==> config.mk <==
export PLATFORM = sky130hd
export DESIGN_NAME = gne_addr
export DESIGN_NICKNAME = d
export VERILOG_FILES = /design/src/gne_pkg.sv /design/src/gne_addr.sv
export SDC_FILE = /design/constraint.sdc
export NUM_CORES = 1
export LEC_CHECK = 0
export BUFFER_PORTS_ARGS = -buffer_cell sky130_fd_sc_hd__buf_2
export CAP_MARGIN = 10
export CELL_PAD_IN_SITES_DETAIL_PLACEMENT = 1
export CELL_PAD_IN_SITES_GLOBAL_PLACEMENT = 1
export CORE_UTILIZATION = 40
export CTS_CLUSTER_SIZE = 25
export DETAILED_ROUTE_END_ITERATION = 10
export PLACE_DENSITY_LB_ADDON = 0.08
export SLEW_MARGIN = 10
export SYNTH_ARGS = -nofsm -noshare
export SYNTH_HDL_FRONTEND = slang
export SYNTH_SLANG_ARGS = --single-unit
==> constraint.sdc <==
create_clock -name clk -period 2.2 [get_ports clk]
set_clock_uncertainty 0.05 [all_clocks]
set_input_delay 0.33 -clock clk [delete_from_list [all_inputs] [get_ports clk]]
set_output_delay 0.33 -clock clk [all_outputs]
set_load 0.01 [all_outputs]
==> src/gne_pkg.sv <==
// ----------------------------------------------------------------------------
// gne_pkg
// Shared types, codes and pipeline constants for the 2D gradient noise block.
// ----------------------------------------------------------------------------
`timescale 1ns / 1ps

package gne_pkg;

  // Pipeline depth and the stage whose registers hold the table read data
  localparam int NSTAGE = 10;
  localparam int ST_RAM = 4;

  // Gradient table geometry
  localparam int TABLE_DEPTH = 4096;
  localparam int ADDR_W      = 12;
  localparam int CODE_W      = 2;

  // Fixed-point constants (Q.16)
  localparam int FRAC_W   = 16;
  localparam int ONE_Q16  = 65536;
  localparam int HALF_Q16 = 32768;

  // Reciprocal shift for the grid-size wrap
  localparam int RECIP_SH = 24;

  // Signed widths of the blend path
  localparam int DOT_W  = 18;
  localparam int LERP_W = 20;

  // Request codes
  localparam logic REQ_EVAL = 1'b0;
  localparam logic REQ_LOAD = 1'b1;

  // Gradient direction codes
  localparam logic [CODE_W-1:0] DIR_POS_X = 2'd0;
  localparam logic [CODE_W-1:0] DIR_POS_Y = 2'd1;
  localparam logic [CODE_W-1:0] DIR_NEG_X = 2'd2;
  localparam logic [CODE_W-1:0] DIR_NEG_Y = 2'd3;

  typedef logic [ADDR_W-1:0]        addr_t;
  typedef logic [CODE_W-1:0]        code_t;
  typedef logic [FRAC_W-1:0]        frac_t;
  typedef logic [FRAC_W:0]          weight_t;
  typedef logic signed [DOT_W-1:0]  dot_t;
  typedef logic signed [LERP_W-1:0] lerp_t;

  // Per-stage load enables and valid flags of the pipeline
  typedef struct packed {
    logic [NSTAGE-1:0] ld;
    logic [NSTAGE-1:0] vld;
  } pipe_ctrl_t;

  // Dot product of a unit gradient with a corner offset
  function automatic dot_t grad_dot(code_t code, dot_t dx, dot_t dy);
    dot_t res;
    case (code)
      DIR_POS_X: res = dx;
      DIR_POS_Y: res = dy;
      DIR_NEG_X: res = -dx;
      DIR_NEG_Y: res = -dy;
      default:   res = dx;
    endcase
    return res;
  endfunction

endpackage

==> src/gne_addr.sv <==
// ----------------------------------------------------------------------------
// gne_addr
// Input capture, grid wrap of the cell coordinates and corner address forming.
// ----------------------------------------------------------------------------
`timescale 1ns / 1ps

module gne_addr #(
  parameter int GRID_SIZE = 64
) (
  input  logic                clk,
  input  logic                rst,
  input  gne_pkg::pipe_ctrl_t ctrl,
  input  logic                req_type,
  input  logic [31:0]         x_coord,
  input  logic [31:0]         y_coord,
  input  gne_pkg::addr_t      entry_index,
  input  gne_pkg::code_t      entry_direction,
  output gne_pkg::frac_t      fx0,
  output gne_pkg::frac_t      fy0,
  output logic                req3,
  output gne_pkg::addr_t      idx3,
  output gne_pkg::code_t      dir3,
  output gne_pkg::frac_t      fx3,
  output gne_pkg::frac_t      fy3,
  output gne_pkg::addr_t      addr_tl,
  output gne_pkg::addr_t      addr_tr,
  output gne_pkg::addr_t      addr_bl,
  output gne_pkg::addr_t      addr_br
);

  localparam int COL_W  = (GRID_SIZE > 2) ? $clog2(GRID_SIZE) : 1;
  localparam int PROD_W = 16 + gne_pkg::RECIP_SH;
  localparam logic [gne_pkg::RECIP_SH-1:0] RECIP =
    gne_pkg::RECIP_SH'((64'd1 << gne_pkg::RECIP_SH) / GRID_SIZE);

  // Stage 0: captured word
  logic           req0;
  logic [15:0]    xh0, yh0;
  gne_pkg::addr_t idx0;
  gne_pkg::code_t dir0;

  always_ff @(posedge clk) begin
    if (ctrl.ld[0]) begin
      req0 <= req_type;
      xh0  <= x_coord[31:16];
      yh0  <= y_coord[31:16];
      fx0  <= x_coord[15:0];
      fy0  <= y_coord[15:0];
      idx0 <= entry_index;
      dir0 <= entry_direction;
    end
  end

  // Stage 1: quotient estimate by reciprocal multiply (low by at most one)
  logic [PROD_W-1:0] prod_x, prod_y;
  logic [15:0]       qx1, qy1, xh1, yh1;
  gne_pkg::frac_t    fx1, fy1;
  logic              req1;
  gne_pkg::addr_t    idx1;
  gne_pkg::code_t    dir1;

  assign prod_x = PROD_W'(xh0) * PROD_W'(RECIP);
  assign prod_y = PROD_W'(yh0) * PROD_W'(RECIP);

  always_ff @(posedge clk) begin
    if (ctrl.ld[1]) begin
      qx1  <= prod_x[PROD_W-1:gne_pkg::RECIP_SH];
      qy1  <= prod_y[PROD_W-1:gne_pkg::RECIP_SH];
      xh1  <= xh0;
      yh1  <= yh0;
      fx1  <= fx0;
      fy1  <= fy0;
      req1 <= req0;
      idx1 <= idx0;
      dir1 <= dir0;
    end
  end

  // Stage 2: remainder with one correction step
  logic [23:0]      qg_x, qg_y;
  logic [15:0]      rx_est, ry_est, rx_fix, ry_fix;
  logic [COL_W-1:0] rx2, ry2;
  gne_pkg::frac_t   fx2, fy2;
  logic             req2;
  gne_pkg::addr_t   idx2;
  gne_pkg::code_t   dir2;

  always_comb begin
    qg_x   = 24'(qx1) * 24'(GRID_SIZE);
    qg_y   = 24'(qy1) * 24'(GRID_SIZE);
    rx_est = xh1 - qg_x[15:0];
    ry_est = yh1 - qg_y[15:0];
    rx_fix = (rx_est >= 16'(GRID_SIZE)) ? rx_est - 16'(GRID_SIZE) : rx_est;
    ry_fix = (ry_est >= 16'(GRID_SIZE)) ? ry_est - 16'(GRID_SIZE) : ry_est;
  end

  always_ff @(posedge clk) begin
    if (ctrl.ld[2]) begin
      rx2  <= rx_fix[COL_W-1:0];
      ry2  <= ry_fix[COL_W-1:0];
      fx2  <= fx1;
      fy2  <= fy1;
      req2 <= req1;
      idx2 <= idx1;
      dir2 <= dir1;
    end
  end

  // Stage 3: wrapped neighbors and table addresses (row * grid + column)
  logic [COL_W-1:0] rx_nb, ry_nb;
  logic [15:0]      row0, row1, a_tl, a_tr, a_bl, a_br;

  always_comb begin
    rx_nb = (rx2 == COL_W'(GRID_SIZE - 1)) ? '0 : rx2 + COL_W'(1);
    ry_nb = (ry2 == COL_W'(GRID_SIZE - 1)) ? '0 : ry2 + COL_W'(1);
    row0  = 16'(ry2) * 16'(GRID_SIZE);
    row1  = 16'(ry_nb) * 16'(GRID_SIZE);
    a_tl  = row0 + 16'(rx2);
    a_tr  = row0 + 16'(rx_nb);
    a_bl  = row1 + 16'(rx2);
    a_br  = row1 + 16'(rx_nb);
  end

  always_ff @(posedge clk) begin
    if (ctrl.ld[3]) begin
      addr_tl <= a_tl[gne_pkg::ADDR_W-1:0];
      addr_tr <= a_tr[gne_pkg::ADDR_W-1:0];
      addr_bl <= a_bl[gne_pkg::ADDR_W-1:0];
      addr_br <= a_br[gne_pkg::ADDR_W-1:0];
      fx3     <= fx2;
      fy3     <= fy2;
      req3    <= req2;
      idx3    <= idx2;
      dir3    <= dir2;
    end
  end

  // The reciprocal estimate plus one correction must land inside the grid
  a_wrap_x: assert property (@(posedge clk) disable iff (rst)
    ctrl.vld[2] |-> (32'(rx2) < 32'(GRID_SIZE)))
    else $error("x cell not wrapped into the grid");

  a_wrap_y: assert property (@(posedge clk) disable iff (rst)
    ctrl.vld[2] |-> (32'(ry2) < 32'(GRID_SIZE)))
    else $error("y cell not wrapped into the grid");

endmodule

==> out/metrics.yaml <==
critPathMaxFanout: 2
slew-limit-headroom_pct: 71.83
cts_sinks: 248
rsz0062_at_grt: "no"
crit_required_ns: 1.82
min-delay-start: "ctrl[10]"
max-vdd-ir-drop_mv: 0.7262
h-tree-depth: 1
cts_buffers: 26
power.leakage_uw: 0.003901
min_period_ns: 1.499
finalNetCount: 664
timing.final.crit_share_pct: 68.13
ios: 228
drive_above_1_share_pct: 39.24
cp.arrival_ns: 1.12
hpwl_um: 7633
postCtsSetupRepairBufs: 0
outcome: "finished, final reports clean"
synthesis.nets: 407
cp_cell_sequence: "buf_2"
ant_nets: 0
overflow: 0
rr_startpoint: "rx2[0]"
clock.fmax_ghz: 0.6672
core-area_sq_um: 18960
ys_seq_area_share_pct: 95.11
cts_tree: "built"
clk_latency_ns: 0.52
cts_max_path_buffers: 3
min_path_type: "in2reg"
synth_area_leaders: "edfxtp_1 95%, buf_4 2.3%, xor2_1 0.45%"
setup_viol: 0
grt_pass1_wl_um: 19800
worstSetupStartpoint: "fx0[2]"
wire_per_inst_um: 15.69
first_pass_iters: 4
row_count: 50
whs_ns: 0.2083
root_buffer: "clkbuf_16"
layout_setup_ws_ns: 0.7012
cp_top_family: "flip-flops"
layout.cells.most_common_list: "248 x edfxtp_1, 189 x buf_2, 59 x dlygate4sd3_1, 26 x clkbuf_16, 8 x clkbuf_1"
die_w_um: 141.9
pwr_density_cell_nw_per_um2: 975.5
die_h_um: 141.9
synthDistinctLibCells: 13
areaGrowthSynthToFinish_pct: 32.25
cp_num_buf_inv: 1
yosysWarnings: 0
critPathMaxStageDelay_ns: 0.43
drtIter0Drc: 122
max_cap_viol_count: 0
grt_antenna_before_repair: 0
synth_top_cell_by_area: "edfxtp_1"
ctsHoldBuffers: 59
synth_seq_cells: 248
path_class: "reg2out"
cts-resized-gates: 0
postSynthAreaPerCell_sq_um: 25.76
grt_pass1_vias: 3790
tightest_slew_ns: 0.4226
layout_commonest_cell: "edfxtp_1"
syn_inst: 304
slowest_stage: "edfxtp_1"
vias: 3621
die-area_sq_um: 20140
synth_top_area_share_pct: 95.11
path_clk_slew_ns: 0.06
fillers: 1753
wl_um: 13120
drv_slew: 0
initial_core_util_pct: 41.31
start_kind: "flip-flop"
grtUsageTotal_pct: 13.01
final_core_util_pct: 54.63
grt_max_degree: 72
n_antenna_cell: 0
gp_congestion: 0.7944
endpoint_kind: "primary output"
hold_viol: 0
tns_ns: 0
port_buffers: 190
vias_per_cell: 4.331
synth_area_sq_um: 7830
drc: 0
dpl_worst_slack_ns: 0.7593
-- synth_stat cells --
cell	instances
nor2_1	6
buf_4	24
xor2_1	4
xnor2_1	2
nand3_1	4
nor2b_1	2
ha_1	2
edfxtp_1	248
nand3_2	2
o21ai_0	2
o31ai_1	2
nand2_1	4
a21oi_1	2
-- registers in the layout, summed over array words and instances, names as in the netlist, 16 cells and up --
signal,count
fy0,16
fx1,16
fx0,16
fy3,16
fy1,16
fx2,16
fx3,16
fy2,16
-- final cells by class --
| cell class | count | area (sq um) | share of cell area (%) |
|---|---|---|---|
| flip-flops and latches | 248 | 7447 | 71.92 |
| repair buffers | 253 | 1624 | 15.68 |
| clock buffers | 34 | 680.7 | 6.573 |
| well taps | 260 | 325.3 | 3.142 |
| multi-input cells | 32 | 202.7 | 1.957 |
| clock inverters | 9 | 75.07 | 0.7250 |
-- cell families after synthesis --
family	after synthesis	share of synthesized area, %
fa+ha+maj	2	0.3195
simple gates	18	1.150
xor+xnor	6	0.6711
compound gates	6	0.4474
buf+inv	24	2.301
flops	248	95.11
-- final timing paths --
check | endpoint | slack [ns] | cells after the start
setup / recovery | fx0[2] | 0.70 | 1
hold / removal | fy0[12] | 0.21 | 1
setup reg to reg | addr_tr[0] | 0.83 | 4
hold reg to reg | idx2[2] | 0.37 | 0
-- through the flow --
step / cells / total power, uW / cell area [sq um]
6_report: 836 / 10100 / 10350
5_1_grt: 836 / 10480 / 10350
4_1_cts: 836 / 10230 / 10350
3_5_place_dp: 734 / 6226 / 9009
3_3_place_gp: 734 / 6195 / 9009
2_1_floorplan: 304 / 5907 / 7830
-- routing by layer --
layer	wire length (um)	share of wire, %	up-vias	global-route usage, %
met5	0	0	-	0
met4	295	2.2	0	3.792
met3	1205	9.2	24	5.197
met2	6543	50	147	23.00
met1	5072	39	1759	14.42
li1	-	-	1691	-
-- power by group --
group          internal [uW]  switching [uW]
Clock                   2270            1630
Sequential              5580             103
Combinational            236             281
(Power assumes the default switching activity.)
