--- config.mk ---
export PLATFORM = sky130hd
export DESIGN_NAME = gne_blend
export DESIGN_NICKNAME = d
export VERILOG_FILES = /design/src/gne_pkg.sv /design/src/gne_blend.sv
export SDC_FILE = /design/constraint.sdc
export NUM_CORES = 2
export LEC_CHECK = 0
export CAP_MARGIN = 20
export CORE_ASPECT_RATIO = 0.75
export CORE_UTILIZATION = 45
export CTS_CLUSTER_DIAMETER = 100
export CTS_CLUSTER_SIZE = 20
export DETAILED_ROUTE_END_ITERATION = 7
export DONT_BUFFER_PORTS = 1
export PLACE_DENSITY_LB_ADDON = 0.3
export SYNTH_ARGS = -nofsm -noshare
export SYNTH_HDL_FRONTEND = slang
export SYNTH_SLANG_ARGS = --single-unit
--- constraint.sdc ---
create_clock -name clk -period 10.8 [get_ports clk]
set_input_delay 2.16 -clock clk [delete_from_list [all_inputs] [get_ports clk]]
set_output_delay 2.16 -clock clk [all_outputs]
set_load 0.005 [all_outputs]
--- src/gne_pkg.sv ---
// ----------------------------------------------------------------------------
// gne_pkg
// Shared types, codes and pipeline constants for the 2D gradient noise block.
// ----------------------------------------------------------------------------
`timescale 1ns / 1ps

package gne_pkg;

  // Pipeline depth and the stage whose registers hold the table read data
  localparam int NSTAGE = 10;
  localparam int ST_RAM = 4;

  // Gradient table geometry
  localparam int TABLE_DEPTH = 4096;
  localparam int ADDR_W      = 12;
  localparam int CODE_W      = 2;

  // Fixed-point constants (Q.16)
  localparam int FRAC_W   = 16;
  localparam int ONE_Q16  = 65536;
  localparam int HALF_Q16 = 32768;

  // Reciprocal shift for the grid-size wrap
  localparam int RECIP_SH = 24;

  // Signed widths of the blend path
  localparam int DOT_W  = 18;
  localparam int LERP_W = 20;

  // Request codes
  localparam logic REQ_EVAL = 1'b0;
  localparam logic REQ_LOAD = 1'b1;

  // Gradient direction codes
  localparam logic [CODE_W-1:0] DIR_POS_X = 2'd0;
  localparam logic [CODE_W-1:0] DIR_POS_Y = 2'd1;
  localparam logic [CODE_W-1:0] DIR_NEG_X = 2'd2;
  localparam logic [CODE_W-1:0] DIR_NEG_Y = 2'd3;

  typedef logic [ADDR_W-1:0]        addr_t;
  typedef logic [CODE_W-1:0]        code_t;
  typedef logic [FRAC_W-1:0]        frac_t;
  typedef logic [FRAC_W:0]          weight_t;
  typedef logic signed [DOT_W-1:0]  dot_t;
  typedef logic signed [LERP_W-1:0] lerp_t;

  // Per-stage load enables and valid flags of the pipeline
  typedef struct packed {
    logic [NSTAGE-1:0] ld;
    logic [NSTAGE-1:0] vld;
  } pipe_ctrl_t;

  // Dot product of a unit gradient with a corner offset
  function automatic dot_t grad_dot(code_t code, dot_t dx, dot_t dy);
    dot_t res;
    case (code)
      DIR_POS_X: res = dx;
      DIR_POS_Y: res = dy;
      DIR_NEG_X: res = -dx;
      DIR_NEG_Y: res = -dy;
      default:   res = dx;
    endcase
    return res;
  endfunction

endpackage

--- src/gne_blend.sv ---
// ----------------------------------------------------------------------------
// gne_blend
// Corner dot products, bilinear interpolation and Q1.15 output saturation.
// ----------------------------------------------------------------------------
`timescale 1ns / 1ps

module gne_blend (
  input  logic                clk,
  input  gne_pkg::pipe_ctrl_t ctrl,
  input  gne_pkg::frac_t      fx3,
  input  gne_pkg::frac_t      fy3,
  input  gne_pkg::code_t      code_tl,
  input  gne_pkg::code_t      code_tr,
  input  gne_pkg::code_t      code_bl,
  input  gne_pkg::code_t      code_br,
  input  gne_pkg::weight_t    sx5,
  input  gne_pkg::weight_t    sy5,
  output logic signed [15:0]  noise_value
);

  localparam int P6_W = 37;
  localparam int P8_W = 39;

  // Stage 4: hold fractions alongside the table read data
  gne_pkg::frac_t fx4, fy4;

  always_ff @(posedge clk) begin
    if (ctrl.ld[gne_pkg::ST_RAM]) begin
      fx4 <= fx3;
      fy4 <= fy3;
    end
  end

  // Stage 5: dot products with the four corner offsets
  gne_pkg::dot_t dx0, dy0, dx1, dy1;
  gne_pkg::dot_t tl5, tr5, bl5, br5;

  always_comb begin
    dx0 = gne_pkg::DOT_W'(fx4);
    dy0 = gne_pkg::DOT_W'(fy4);
    dx1 = dx0 - gne_pkg::DOT_W'(gne_pkg::ONE_Q16);
    dy1 = dy0 - gne_pkg::DOT_W'(gne_pkg::ONE_Q16);
  end

  always_ff @(posedge clk) begin
    if (ctrl.ld[5]) begin
      tl5 <= gne_pkg::grad_dot(code_tl, dx0, dy0);
      tr5 <= gne_pkg::grad_dot(code_tr, dx1, dy0);
      bl5 <= gne_pkg::grad_dot(code_bl, dx0, dy1);
      br5 <= gne_pkg::grad_dot(code_br, dx1, dy1);
    end
  end

  // Stage 6: vertical weight times edge differences
  logic signed [18:0]    dl, dr;
  logic signed [17:0]    wy;
  logic signed [P6_W-1:0] pl6, pr6;
  gne_pkg::dot_t         tl6, tr6;
  gne_pkg::weight_t      sx6;

  always_comb begin
    dl = 19'(bl5) - 19'(tl5);
    dr = 19'(br5) - 19'(tr5);
    wy = $signed({1'b0, sy5});
  end

  always_ff @(posedge clk) begin
    if (ctrl.ld[6]) begin
      pl6 <= P6_W'(wy) * P6_W'(dl);
      pr6 <= P6_W'(wy) * P6_W'(dr);
      tl6 <= tl5;
      tr6 <= tr5;
      sx6 <= sx5;
    end
  end

  // Stage 7: finish the left and right edge blends
  logic signed [P6_W-1:0] pl_sh, pr_sh;
  gne_pkg::lerp_t         left7, right7;
  gne_pkg::weight_t       sx7;

  always_comb begin
    pl_sh = (pl6 + P6_W'(gne_pkg::HALF_Q16)) >>> 16;
    pr_sh = (pr6 + P6_W'(gne_pkg::HALF_Q16)) >>> 16;
  end

  always_ff @(posedge clk) begin
    if (ctrl.ld[7]) begin
      left7  <= gne_pkg::LERP_W'(tl6) + gne_pkg::LERP_W'(pl_sh);
      right7 <= gne_pkg::LERP_W'(tr6) + gne_pkg::LERP_W'(pr_sh);
      sx7    <= sx6;
    end
  end

  // Stage 8: horizontal weight times the edge difference
  logic signed [20:0]     dh;
  logic signed [17:0]     wx;
  logic signed [P8_W-1:0] p8;
  gne_pkg::lerp_t         left8;

  always_comb begin
    dh = 21'(right7) - 21'(left7);
    wx = $signed({1'b0, sx7});
  end

  always_ff @(posedge clk) begin
    if (ctrl.ld[8]) begin
      p8    <= P8_W'(wx) * P8_W'(dh);
      left8 <= left7;
    end
  end

  // Stage 9: final blend, halve to Q1.15 and saturate
  logic signed [P8_W-1:0] p8_sh;
  logic signed [20:0]     v9, h9;
  logic signed [15:0]     sat9;

  always_comb begin
    p8_sh = (p8 + P8_W'(gne_pkg::HALF_Q16)) >>> 16;
    v9    = 21'(left8) + 21'(p8_sh);
    h9    = (v9 + 21'sd1) >>> 1;
    if (h9 > 21'sd32767) begin
      sat9 = 16'sh7fff;
    end else if (h9 < -21'sd32768) begin
      sat9 = -16'sh8000;
    end else begin
      sat9 = h9[15:0];
    end
  end

  always_ff @(posedge clk) begin
    if (ctrl.ld[9]) begin
      noise_value <= sat9;
    end
  end

endmodule
==> summary.md <==
| Metric | Value |
|---|---|
| Status | finished, final reports clean |
| H-tree depth | 1 |
| Final Critical Period | 10.24 ns |
| Io pins | 111 |
| RePlAce Congestion | 0.8882 |
| CP Launch Type | flip-flop |
| Clk root buf | clkbuf_16 |
| Non-filler cells, final | 7260 |
| Final core utilization | 0.4761 |
| RSZ-0062 raised after global routing | false |
| Final Hold Fails | 0 |
| Vias in the first global route | 39256 |
| Netlist Area Pre-Place | 0.05474 mm^2 |
| Setup-failing EPs final | 0 |
| Synth area leader | fa_1 |
| CP peak stage delay | 0.88 ns |
| Arr. time, crit path | 10.55 ns |
| Top-count cell post-synth | inv_1 |
| Global Route Usage Sum | 0.2306 |
| Sequential cell area | 0.009429 mm^2 |
| Post-cts resize count | 0 |
| HP Class | flip-flop to flip-flop |
| Main synth FF type | edfxtp_1 |
| Area of the multi-input gates | 0.03966 mm^2 |
| Warnings, synthesis | 0 |
| F_max | 97.66 MHz |
| Cts bufs inserted | 24 |
| Clk sink count | 314 |
| CP required | 11.11 ns |
| Largest fanout on the critical path | 5 |
| Setup TNS Final | 0 ns |
| Clock Skew | 0.06620 ns |
| CTS tree | yes |
| Clock Tree Buf Depth | 3 |
| Avg WL per Cell | 19.17 um |
| Core ar. | 0.1203 mm^2 |
| Synth area leaders | fa_1 35%, edfxtp_1 17%, ha_1 8.7% |
| Gate Count Post-Synth | 5785 |
| Part of the Yosys area used for sequential elements | 0.1722 |
| Inst Count DP | 7222 |
| Yosys cell types | 70 |
| EDFF count, synth | 314 |
| Asr flop ratio synth | 0 |
| Setup Buffers After CTS | 0 |
| Kind of critical path | flip-flop to flip-flop |
| Maxcap violations | 0 |
| Routed Antenna Nets | 0 |
| Slew HR | 0.2606 |
| Detailed Route Iter0 Violations | 2845 |
| FF+latch count, synth | 314 |
| Post-synthesis xor/xnor area fraction | 0.05945 |
| Die Y | 304.1 um |
| Final #Nets | 7069 |
| Post-Syn Nets | 7228 |
| Vias | 37987 |
| WL final | 139.2 mm |
| Residual DRC count | 0 |
| Post-synthesis compound-gate area fraction | 0.05922 |
| Largest net degree at the start of global routing | 96 |
| PortBufs | 0 |
| Die W | 404.7 um |
| Vias per inst | 5.232 |
| Ratio of cells with drive above 1 in the final layout | 0.03123 |
| Synth Area in Simple Gates | 0.1507 |
| Hold-fix buffers at CTS | 0 |
| Clock latency at the later pin of the worst-skew pair | 0.63 ns |
| Initial Util | 0.4551 |
| Final-layout fill cell count | 11237 |
| Kind of end point of the critical path | flip-flop |
| Top cell type's share of synthesized area | 0.3540 |
| DP Wirelength | 108.7 mm |
| Worst path slowest cell | xnor2_1 |
| Least-Margin Pin Slew | 1.104 ns |
| CP dominant cell by count | fa_1 |
| Row cnt | 110 |
| Main combinational cell family by area after synthesis | adder cells |
| Post-synthesis adder-cell area fraction | 0.4432 |
| Area growth syn-to-layout | 4.624% |
| Clock transition at path regs | 0.08 ns |
| First-pass GRT wire length | 221.8 mm |
| Mux cell area share after synthesis | 0.01015 |
| Crit share post-route | 0.9481 |
| List of most frequent post-synthesis cells | 1257 x inv_1, 968 x fa_1, 744 x nand2_1, 380 x ha_1, 372 x and2_1 |
| Antenna violations before repair | 5 |
| Syn avg cell area | 9.463 um^2 |
| Die ar. | 0.1231 mm^2 |
| DR pass1 iterations | 8 |
| Pins Over Slew Limit | 0 |
| R2r setup slk | 0.56 ns |
| Antenna Cells | 0 |
| Grt total ovfl | 0 |
## final cells by class
type / instances / area share
clock buffer: 25 / 0.01055
timing repair buffer: 82 / 0.01145
sequential: 314 / 0.1646
multi-input combinational: 3945 / 0.6925
inverter: 1259 / 0.08251
tap: 1624 / 0.03548
clock inverter: 11 / 0.002862
## state kept, by name, summed over array words and instances (netlist names)
register,count
fy4,16
left8,20
tl6,18
p8,22
sx7,17
bl5,18
sx6,17
left7,20
right7,20
tr5,18
noise_value,16
br5,18
fx4,16
tr6,18
pr6,21
tl5,18
pl6,21
## layout by cell type, fill, tap and decap left out, types with 12 or more instances in the layout
cell type / instances
o21ai_0: 127
mux2i_1: 24
a21oi_1: 119
nor2b_1: 75
o21a_1: 36
edfxtp_1: 314
nand4_1: 34
ha_1: 380
a21o_1: 53
or3_1: 36
xor2_1: 122
nor2_1: 116
a211oi_1: 15
nor3_1: 47
and3_1: 35
and3b_1: 20
xnor2_1: 244
nand2b_1: 49
clkbuf_16: 24
fa_1: 968
o21bai_1: 12
mux2_2: 20
a311oi_1: 17
maj3_1: 13
o211ai_1: 18
and2_1: 372
nor3b_1: 19
buf_4: 80
nand2_1: 744
nand3_1: 85
inv_1: 1257
## cells by family (layout without fill, tap and decap cells)
kind of cell / count (synthesis) / in the layout
fa+ha+maj: 1361 / 1361
mux: 48 / 48
buf+inv: 1526 / 1377
xor+xnor: 370 / 370
compound gates: 497 / 497
simple gates: 1669 / 1669
flops: 314 / 314
## critical path, delay by kind of cell (launching register included)
family,cells,cell delay (ns)
compound gates,14,3.59
simple gates,4,1.16
fa+ha+maj,8,3.29
xor+xnor,2,0.96
flops,1,0.50
buf+inv,5,0.42
## metrics by stage
stage,worst slack [ns],area [um^2],hold WS (ns)
6_report,0.5606,57270,0.4193
5_1_grt,0.03869,57270,0.4295
4_1_cts,0.5804,57210,0.4212
3_5_place_dp,0.6952,56440,0.4052
3_3_place_gp,0.9113,56440,0.4018
2_1_floorplan,2.183,54740,0.4003
## worst paths after layout
kind                      from                end  cells past startpoint
min reg2reg  sx6[16]$_DFFE_PP_  sx7[16]$_DFFE_PP_                      0
max reg2reg   tl5[1]$_DFFE_PP_  pl6[35]$_DFFE_PP_                     33
max           tl5[1]$_DFFE_PP_  pl6[35]$_DFFE_PP_                     33
min          sx6[16]$_DFFE_PP_  sx7[16]$_DFFE_PP_                      0
## metal layers
layer / track usage / up-vias / part of all wire
met5: 0 / - / 0
li1: - / 17395 / -
met2: 0.3411 / 1303 / 0.42
met3: 0.06837 / 154 / 0.11
met1: 0.3344 / 19135 / 0.45
met4: 0.04660 / 0 / 0.019
Power is left out: the tool's default activity adds up to more than one toggle a clock period on the data nets, which glitch-free logic cannot reach.
