[src/gne_pkg.sv]
// ----------------------------------------------------------------------------
// gne_pkg
// Shared types, codes and pipeline constants for the 2D gradient noise block.
// ----------------------------------------------------------------------------
`timescale 1ns / 1ps

package gne_pkg;

  // Pipeline depth and the stage whose registers hold the table read data
  localparam int NSTAGE = 10;
  localparam int ST_RAM = 4;

  // Gradient table geometry
  localparam int TABLE_DEPTH = 4096;
  localparam int ADDR_W      = 12;
  localparam int CODE_W      = 2;

  // Fixed-point constants (Q.16)
  localparam int FRAC_W   = 16;
  localparam int ONE_Q16  = 65536;
  localparam int HALF_Q16 = 32768;

  // Reciprocal shift for the grid-size wrap
  localparam int RECIP_SH = 24;

  // Signed widths of the blend path
  localparam int DOT_W  = 18;
  localparam int LERP_W = 20;

  // Request codes
  localparam logic REQ_EVAL = 1'b0;
  localparam logic REQ_LOAD = 1'b1;

  // Gradient direction codes
  localparam logic [CODE_W-1:0] DIR_POS_X = 2'd0;
  localparam logic [CODE_W-1:0] DIR_POS_Y = 2'd1;
  localparam logic [CODE_W-1:0] DIR_NEG_X = 2'd2;
  localparam logic [CODE_W-1:0] DIR_NEG_Y = 2'd3;

  typedef logic [ADDR_W-1:0]        addr_t;
  typedef logic [CODE_W-1:0]        code_t;
  typedef logic [FRAC_W-1:0]        frac_t;
  typedef logic [FRAC_W:0]          weight_t;
  typedef logic signed [DOT_W-1:0]  dot_t;
  typedef logic signed [LERP_W-1:0] lerp_t;

  // Per-stage load enables and valid flags of the pipeline
  typedef struct packed {
    logic [NSTAGE-1:0] ld;
    logic [NSTAGE-1:0] vld;
  } pipe_ctrl_t;

  // Dot product of a unit gradient with a corner offset
  function automatic dot_t grad_dot(code_t code, dot_t dx, dot_t dy);
    dot_t res;
    case (code)
      DIR_POS_X: res = dx;
      DIR_POS_Y: res = dy;
      DIR_NEG_X: res = -dx;
      DIR_NEG_Y: res = -dy;
      default:   res = dx;
    endcase
    return res;
  endfunction

endpackage

[src/gne_fade.sv]
// ----------------------------------------------------------------------------
// gne_fade
// Quintic fade 6t^5 - 15t^4 + 10t^3, Q0.16 in, Q1.16 out, at most one operand multiply per stage.
// ----------------------------------------------------------------------------
`timescale 1ns / 1ps

module gne_fade (
  input  logic                clk,
  input  logic                rst,
  input  gne_pkg::pipe_ctrl_t ctrl,
  input  gne_pkg::frac_t      t0,
  output gne_pkg::weight_t    s5
);

  localparam int INNER_W = 21;

  // Stage 1: t squared
  logic [31:0]    p1;
  gne_pkg::frac_t t1;

  always_ff @(posedge clk) begin
    if (ctrl.ld[1]) begin
      p1 <= 32'(t0) * 32'(t0);
      t1 <= t0;
    end
  end

  // Stage 2: round t^2, then t^3 product
  logic [32:0] p1_rnd;
  logic [16:0] t2_c, t2;
  logic [33:0] p2;
  gne_pkg::frac_t t2f;

  assign p1_rnd = 33'(p1) + 33'(gne_pkg::HALF_Q16);
  assign t2_c   = p1_rnd[32:16];

  always_ff @(posedge clk) begin
    if (ctrl.ld[2]) begin
      t2  <= t2_c;
      p2  <= 34'(t2_c) * 34'(t1);
      t2f <= t1;
    end
  end

  // Stage 3: round t^3, form 6t^2 - 15t + 10
  logic [33:0]        p2_rnd;
  logic [16:0]        t3;
  logic [INNER_W-1:0] inner_c, inner3;

  assign p2_rnd  = p2 + 34'(gne_pkg::HALF_Q16);
  assign inner_c = INNER_W'(6) * INNER_W'(t2) + INNER_W'(10 * gne_pkg::ONE_Q16)
                 - INNER_W'(15) * INNER_W'(t2f);

  always_ff @(posedge clk) begin
    if (ctrl.ld[3]) begin
      t3     <= p2_rnd[32:16];
      inner3 <= inner_c;
    end
  end

  // Stage 4: full polynomial product
  logic [37:0] p4;

  always_ff @(posedge clk) begin
    if (ctrl.ld[4]) begin
      p4 <= 38'(t3) * 38'(inner3);
    end
  end

  // Stage 5: round and clamp to one
  logic [37:0] p4_rnd;
  logic [21:0] s_raw;

  assign p4_rnd = p4 + 38'(gne_pkg::HALF_Q16);
  assign s_raw  = p4_rnd[37:16];

  always_ff @(posedge clk) begin
    if (ctrl.ld[5]) begin
      s5 <= (s_raw > 22'(gne_pkg::ONE_Q16)) ? 17'(gne_pkg::ONE_Q16) : s_raw[16:0];
    end
  end

  // Operand bounds that keep the last multiply within 17 x 21 bits
  a_t3_range: assert property (@(posedge clk) disable iff (rst)
    ctrl.vld[4] |-> (t3 <= 17'(gne_pkg::ONE_Q16))
                 && (inner3 <= INNER_W'(10 * gne_pkg::ONE_Q16)))
    else $error("fade operand out of range");

endmodule

[config.mk]
export PLATFORM = sky130hd
export DESIGN_NAME = gne_fade
export DESIGN_NICKNAME = d
export VERILOG_FILES = /design/src/gne_pkg.sv /design/src/gne_fade.sv
export SDC_FILE = /design/constraint.sdc
export NUM_CORES = 2
export LEC_CHECK = 0
export BUFFER_PORTS_ARGS = -buffer_cell sky130_fd_sc_hd__buf_2
export CORE_ASPECT_RATIO = 0.6
export CORE_MARGIN = 2
export CORE_UTILIZATION = 60
export DETAILED_ROUTE_END_ITERATION = 16
export PLACE_DENSITY = 0.83
export SETUP_SLACK_MARGIN = 0.1
export SLEW_MARGIN = 30
export SYNTH_ARGS = -nofsm -noshare
export SYNTH_HDL_FRONTEND = slang
export SYNTH_SLANG_ARGS = --single-unit
[constraint.sdc]
create_clock -name clk -period 19.35 [get_ports clk]
set_input_delay 2.9025 -clock clk [delete_from_list [all_inputs] [get_ports clk]]
set_output_delay 2.9025 -clock clk [all_outputs]
set_load 0.02 [all_outputs]
==> results.md <==
Clock tree:
- The register clock-pin slew on the reported worst setup and hold paths is 90 ps.
- The clock insertion delay at the later pin of the skew report is 480 ps.
- The post-cts sizing count is 0.
- TritonCTS built the clock tree.
- The tree is rooted in a sky130_fd_sc_hd__clkbuf_16.
- The maximum buffer depth of the clock tree is 2.
- Clock tree synthesis found a total of 162 sinks.
- The count of hold buffers inserted by post-cts repair is 0.
- The H-tree depth is 4.
- Once the clock tree was built, the setup fixing pass inserted 0 buffers.
- The number of buffers created by CTS is 17.

Yosys:
- In the post-synthesis netlist, the biggest area contributors are sky130_fd_sc_hd__fa_1, sky130_fd_sc_hd__edfxtp_1, sky130_fd_sc_hd__ha_1.
- The post-synthesis share of cell area spent on full adders, half adders and majority gates is 52.7%.
- The share of synthesized area spent on multiplexers is 0.0600%.
- The unique cell type count in the Yosys netlist is 69.
- The simple-gate portion of the synthesized area is 14.4%.
- The mean cell area of the mapped netlist is 9.50 sq um.
- After synthesis, the largest family of logic cells by area is adder cells.
- The number of instances in the synthesized netlist is 3,733.
- After Yosys synthesis, XOR and XNOR cells account for 3.38% of the synthesized area.
- During synthesis, Yosys emitted a total of 0 warnings.
- The synthesized design contains 162 enable-type register cells.
- The synthesized design devotes to its leading area cell type 39.5% of total area.
- The post-synthesis sequential area ratio is 13.7%.
- The cell area that synthesis handed to floorplanning was 35,500 sq um.
- Counting flops with an async set or reset pin after synthesis yields a share of 0%.
- Among all flip-flop cells after synthesis, the most frequent one is sky130_fd_sc_hd__edfxtp_1.
- The number of register bits inferred by synthesis is 162.
- The post-synthesis compound-gate area fraction is 4.73%.
- Summed over all instances, the cell type with the most area after synthesis is sky130_fd_sc_hd__fa_1.
- The number of nets handed over by synthesis was 4,844.

Detailed routing:
- Wires add up to 78,200 um.
- After the first detailed-routing iteration, the DRC count stood at 2,079.
- The number of nets with antenna violations after routing is 0.
- The detailed router placed 25.1k vias in this run.
- In the routed design, unresolved DRC markers number 0.
- The routed via count divided by cell count is 5.60.
- In the final routed layout, each cell accounts on average for 17.5 um.
- The total iterations of the first detailed-routing run is 5.

STA:
- Setup repair after global routing left no endpoint under its margin.
- The max-slew violation total from the final report is 0.
- The final critical-path share of the clock period is 47.2%.
- After routing, the total negative slack on setup checks comes to 0 ps.
- The transition time at the pin with the least slew margin is 1030 ps.
- Across the routed clock network, the largest skew measured is 22.7 ps.
- The final hold violation count came to 0.
- The relative slew slack is 31.6%.
- The highest achievable clock rate is 110 MHz.
- The tightest hold path in the finished design has a slack of 555 ps.
- Subtracting the final worst setup slack from the clock period gives 9130 ps.
- Setup violations remaining at the end of the flow were counted as 0.

GRT:
- The via count of the first global-routing pass was 27.3k.
- The initial antenna violation count is 0.
- Entering global routing, the biggest net connects 52 pins.
- Summed over all layers, the global routing overflow is 0.
- The first global-routing pass estimated 135,000 um of wire.
- The global router's overall resource usage is 27.7%.

Finish:
- At the end of the flow, the number of nets in the layout was 4,806.
- The multi-input combinational cells in the finished layout cover a total of 26,700 sq um.
- The layout has 4,461 filler cells.
- The sequential cells in the finished layout cover a total of 4860 sq um.
- 0 antenna diodes ended up in the layout.
- The final design utilization is 63.9%.
- The post-route netlist has 3.37% of its cells at a drive strength greater than 1.
- Once layout is done, the placed cells without fillers occupy 37,000 sq um.
- The area added between synthesis and finish is 4.34%.

Job:
- Max-cap violations in this run came to 0.

Critical path:
- The worst setup path is captured at a register.
- The worst setup path startpoint is t0[8].
- The critical path arrival is 9360 ps.
- The number of cells traversed by the worst register-to-register path is 26.
- The setup path with the least slack is of type in2reg.
- The largest fanout on the critical path is 13.
- In this run the critical register-to-register path is launched from p1[19].
- Setup slack on the worst reg-to-reg path comes out at 11,700 ps.
- STA classifies the critical path startpoint as an input port.
- In this run the critical register-to-register path is captured at p2[30].
- Data on the critical path is required at its endpoint by 19,580 ps.

Status:
- The run finished with clean final reports.

Floorplanning:
- The floorplan has 68 rows.
- The number of placed I/O pins is 55.
- The region available for standard cell placement spans 57,900 sq um.
- The die is 318 um wide.
- Measured along the y axis, the die boundary spans 192 um.
- The effective utilization at floorplan is 61.2%.
- The die covers 61,100 sq um.

Worst hold path:
- Counting instances, the worst hold path has a depth of 1.
- The worst hold path endpoint is t3[16].
- The type of the tightest min-delay check is reg2reg.
- The startpoint of the worst hold path is p2[32].

Place:
- The count of input and output buffers is 38.
- Routability-driven placement finished with a final weighted congestion of 0.910.
- After legalization and detailed placement, the total HPWL measured 62,100 um.
- Summing all placed instances gives a cell area of 36,400 sq um.
[logic make-up after synthesis]
kind of cell	Yosys count
buffers and inverters	1044
xor gates and xnor gates	137
DFF	162
AOI/OAI and AO/OA	251
muxes	2
and+or+nand+nor	1064
adders and majority gates	1073
[critical path: stages]
cell and delay [ps]:
sky130_fd_sc_hd__buf_2 320, sky130_fd_sc_hd__inv_1 250, sky130_fd_sc_hd__nor2_1 330, sky130_fd_sc_hd__fa_1 470, sky130_fd_sc_hd__inv_1 80, sky130_fd_sc_hd__fa_1 430, sky130_fd_sc_hd__fa_1 520, sky130_fd_sc_hd__inv_1 60
sky130_fd_sc_hd__fa_1 560, sky130_fd_sc_hd__inv_1 60, sky130_fd_sc_hd__fa_1 520, sky130_fd_sc_hd__inv_1 50, sky130_fd_sc_hd__fa_1 470, sky130_fd_sc_hd__ha_1 310, sky130_fd_sc_hd__a21o_1 180, sky130_fd_sc_hd__a21oi_1 200
sky130_fd_sc_hd__o21ai_0 120, sky130_fd_sc_hd__nor2_1 390, sky130_fd_sc_hd__o211ai_1 210, sky130_fd_sc_hd__a21oi_1 530, sky130_fd_sc_hd__o21ai_0 220, sky130_fd_sc_hd__xor2_1 180
[sequential cells by signal (all words and copies together), names as in the netlist]
register / flops
p4: 23
t3: 17
inner3: 21
s5: 17
t1: 15
p1: 18
t2f: 16
p2: 18
t2: 17
[metal layers]
metal	vias to the layer above	wire, um	global-route usage [%]
met5	-	0	0
met4	0	1150	5.60
met3	127	8360	6.82
met2	1184	34300	42.6
met1	12600	34400	40.2
li1	11200	-	-
[cell usage in the layout, fill, tap and decap left out, drive strengths merged, types with 5 or more instances in the layout]
master | Yosys | final
and2 | 270 | 270
or3 | 10 | 10
a211oi | 7 | 7
nand3 | 38 | 38
ha | 374 | 374
or2 | 7 | 7
a21o | 45 | 45
nor2 | 98 | 98
clkinv | 0 | 8
nand2 | 529 | 529
a211o | 5 | 5
o31ai | 7 | 7
fa | 699 | 699
inv | 924 | 931
o21ai | 45 | 45
xor2 | 49 | 49
a21boi | 5 | 5
edfxtp | 162 | 162
nand4 | 21 | 21
o211ai | 6 | 6
a31oi | 12 | 12
a21oi | 74 | 74
o311ai | 7 | 7
and3 | 29 | 29
a311oi | 5 | 5
xnor2 | 88 | 88
clkbuf | 115 | 17
o21a | 7 | 7
buf | 5 | 63
o2111ai | 6 | 6
nor3 | 18 | 18
nor2b | 18 | 18
nand2b | 11 | 11
[cell usage after synthesis, types with 7 or more instances]
cell and n:
sky130_fd_sc_hd__o21a_1 7, sky130_fd_sc_hd__and2_1 270, sky130_fd_sc_hd__xnor2_1 88, sky130_fd_sc_hd__nand2_1 528, sky130_fd_sc_hd__a31oi_1 11, sky130_fd_sc_hd__and3_1 29
sky130_fd_sc_hd__a21oi_1 70, sky130_fd_sc_hd__o31ai_1 7, sky130_fd_sc_hd__clkbuf_1 115, sky130_fd_sc_hd__nand3_1 36, sky130_fd_sc_hd__or3_1 10, sky130_fd_sc_hd__o21ai_0 39
sky130_fd_sc_hd__inv_1 924, sky130_fd_sc_hd__edfxtp_1 162, sky130_fd_sc_hd__nor2b_1 17, sky130_fd_sc_hd__nor3_1 14, sky130_fd_sc_hd__nand4_1 21, sky130_fd_sc_hd__nand2b_1 11
sky130_fd_sc_hd__ha_1 374, sky130_fd_sc_hd__nor2_1 98, sky130_fd_sc_hd__a21o_1 45, sky130_fd_sc_hd__xor2_1 49, sky130_fd_sc_hd__fa_1 699
[per-stage QoR]
| stage | setup slack [ps] | cells |
|---|---|---|
| 6_report | 10220 | 4478 |
| 2_1_floorplan | 10990 | 3733 |
| 3_3_place_gp | 9990 | 4445 |
| 5_1_grt | 9930 | 4478 |
| 3_5_place_dp | 9860 | 4445 |
| 4_1_cts | 10370 | 4477 |
[area by class of cell]
type | instances | area share, %
Tap cell | 770 | 2.60
Clock buffer | 17 | 1.15
Clock inverter | 15 | 0.504
Sequential cell | 162 | 13.1
Multi-Input combinational cell | 2527 | 72.2
Inverter | 924 | 9.37
Timing Repair Buffer | 63 | 1.04
[how the worst max path moves through the flow]
stage             end  slack (ps)  cells after the start
3_5_place_dp   p1[26]        9860                     22
5_1_grt        p1[26]        9930                     22
4_1_cts        p1[26]       10370                     22
3_3_place_gp   p1[26]        9990                     22
2_1_floorplan  p1[26]       10990                     22
6_report       p1[26]       10220                     22
Power is not shown: default switching activity piles up to over one toggle a cycle in this logic, so the estimate is an artifact.
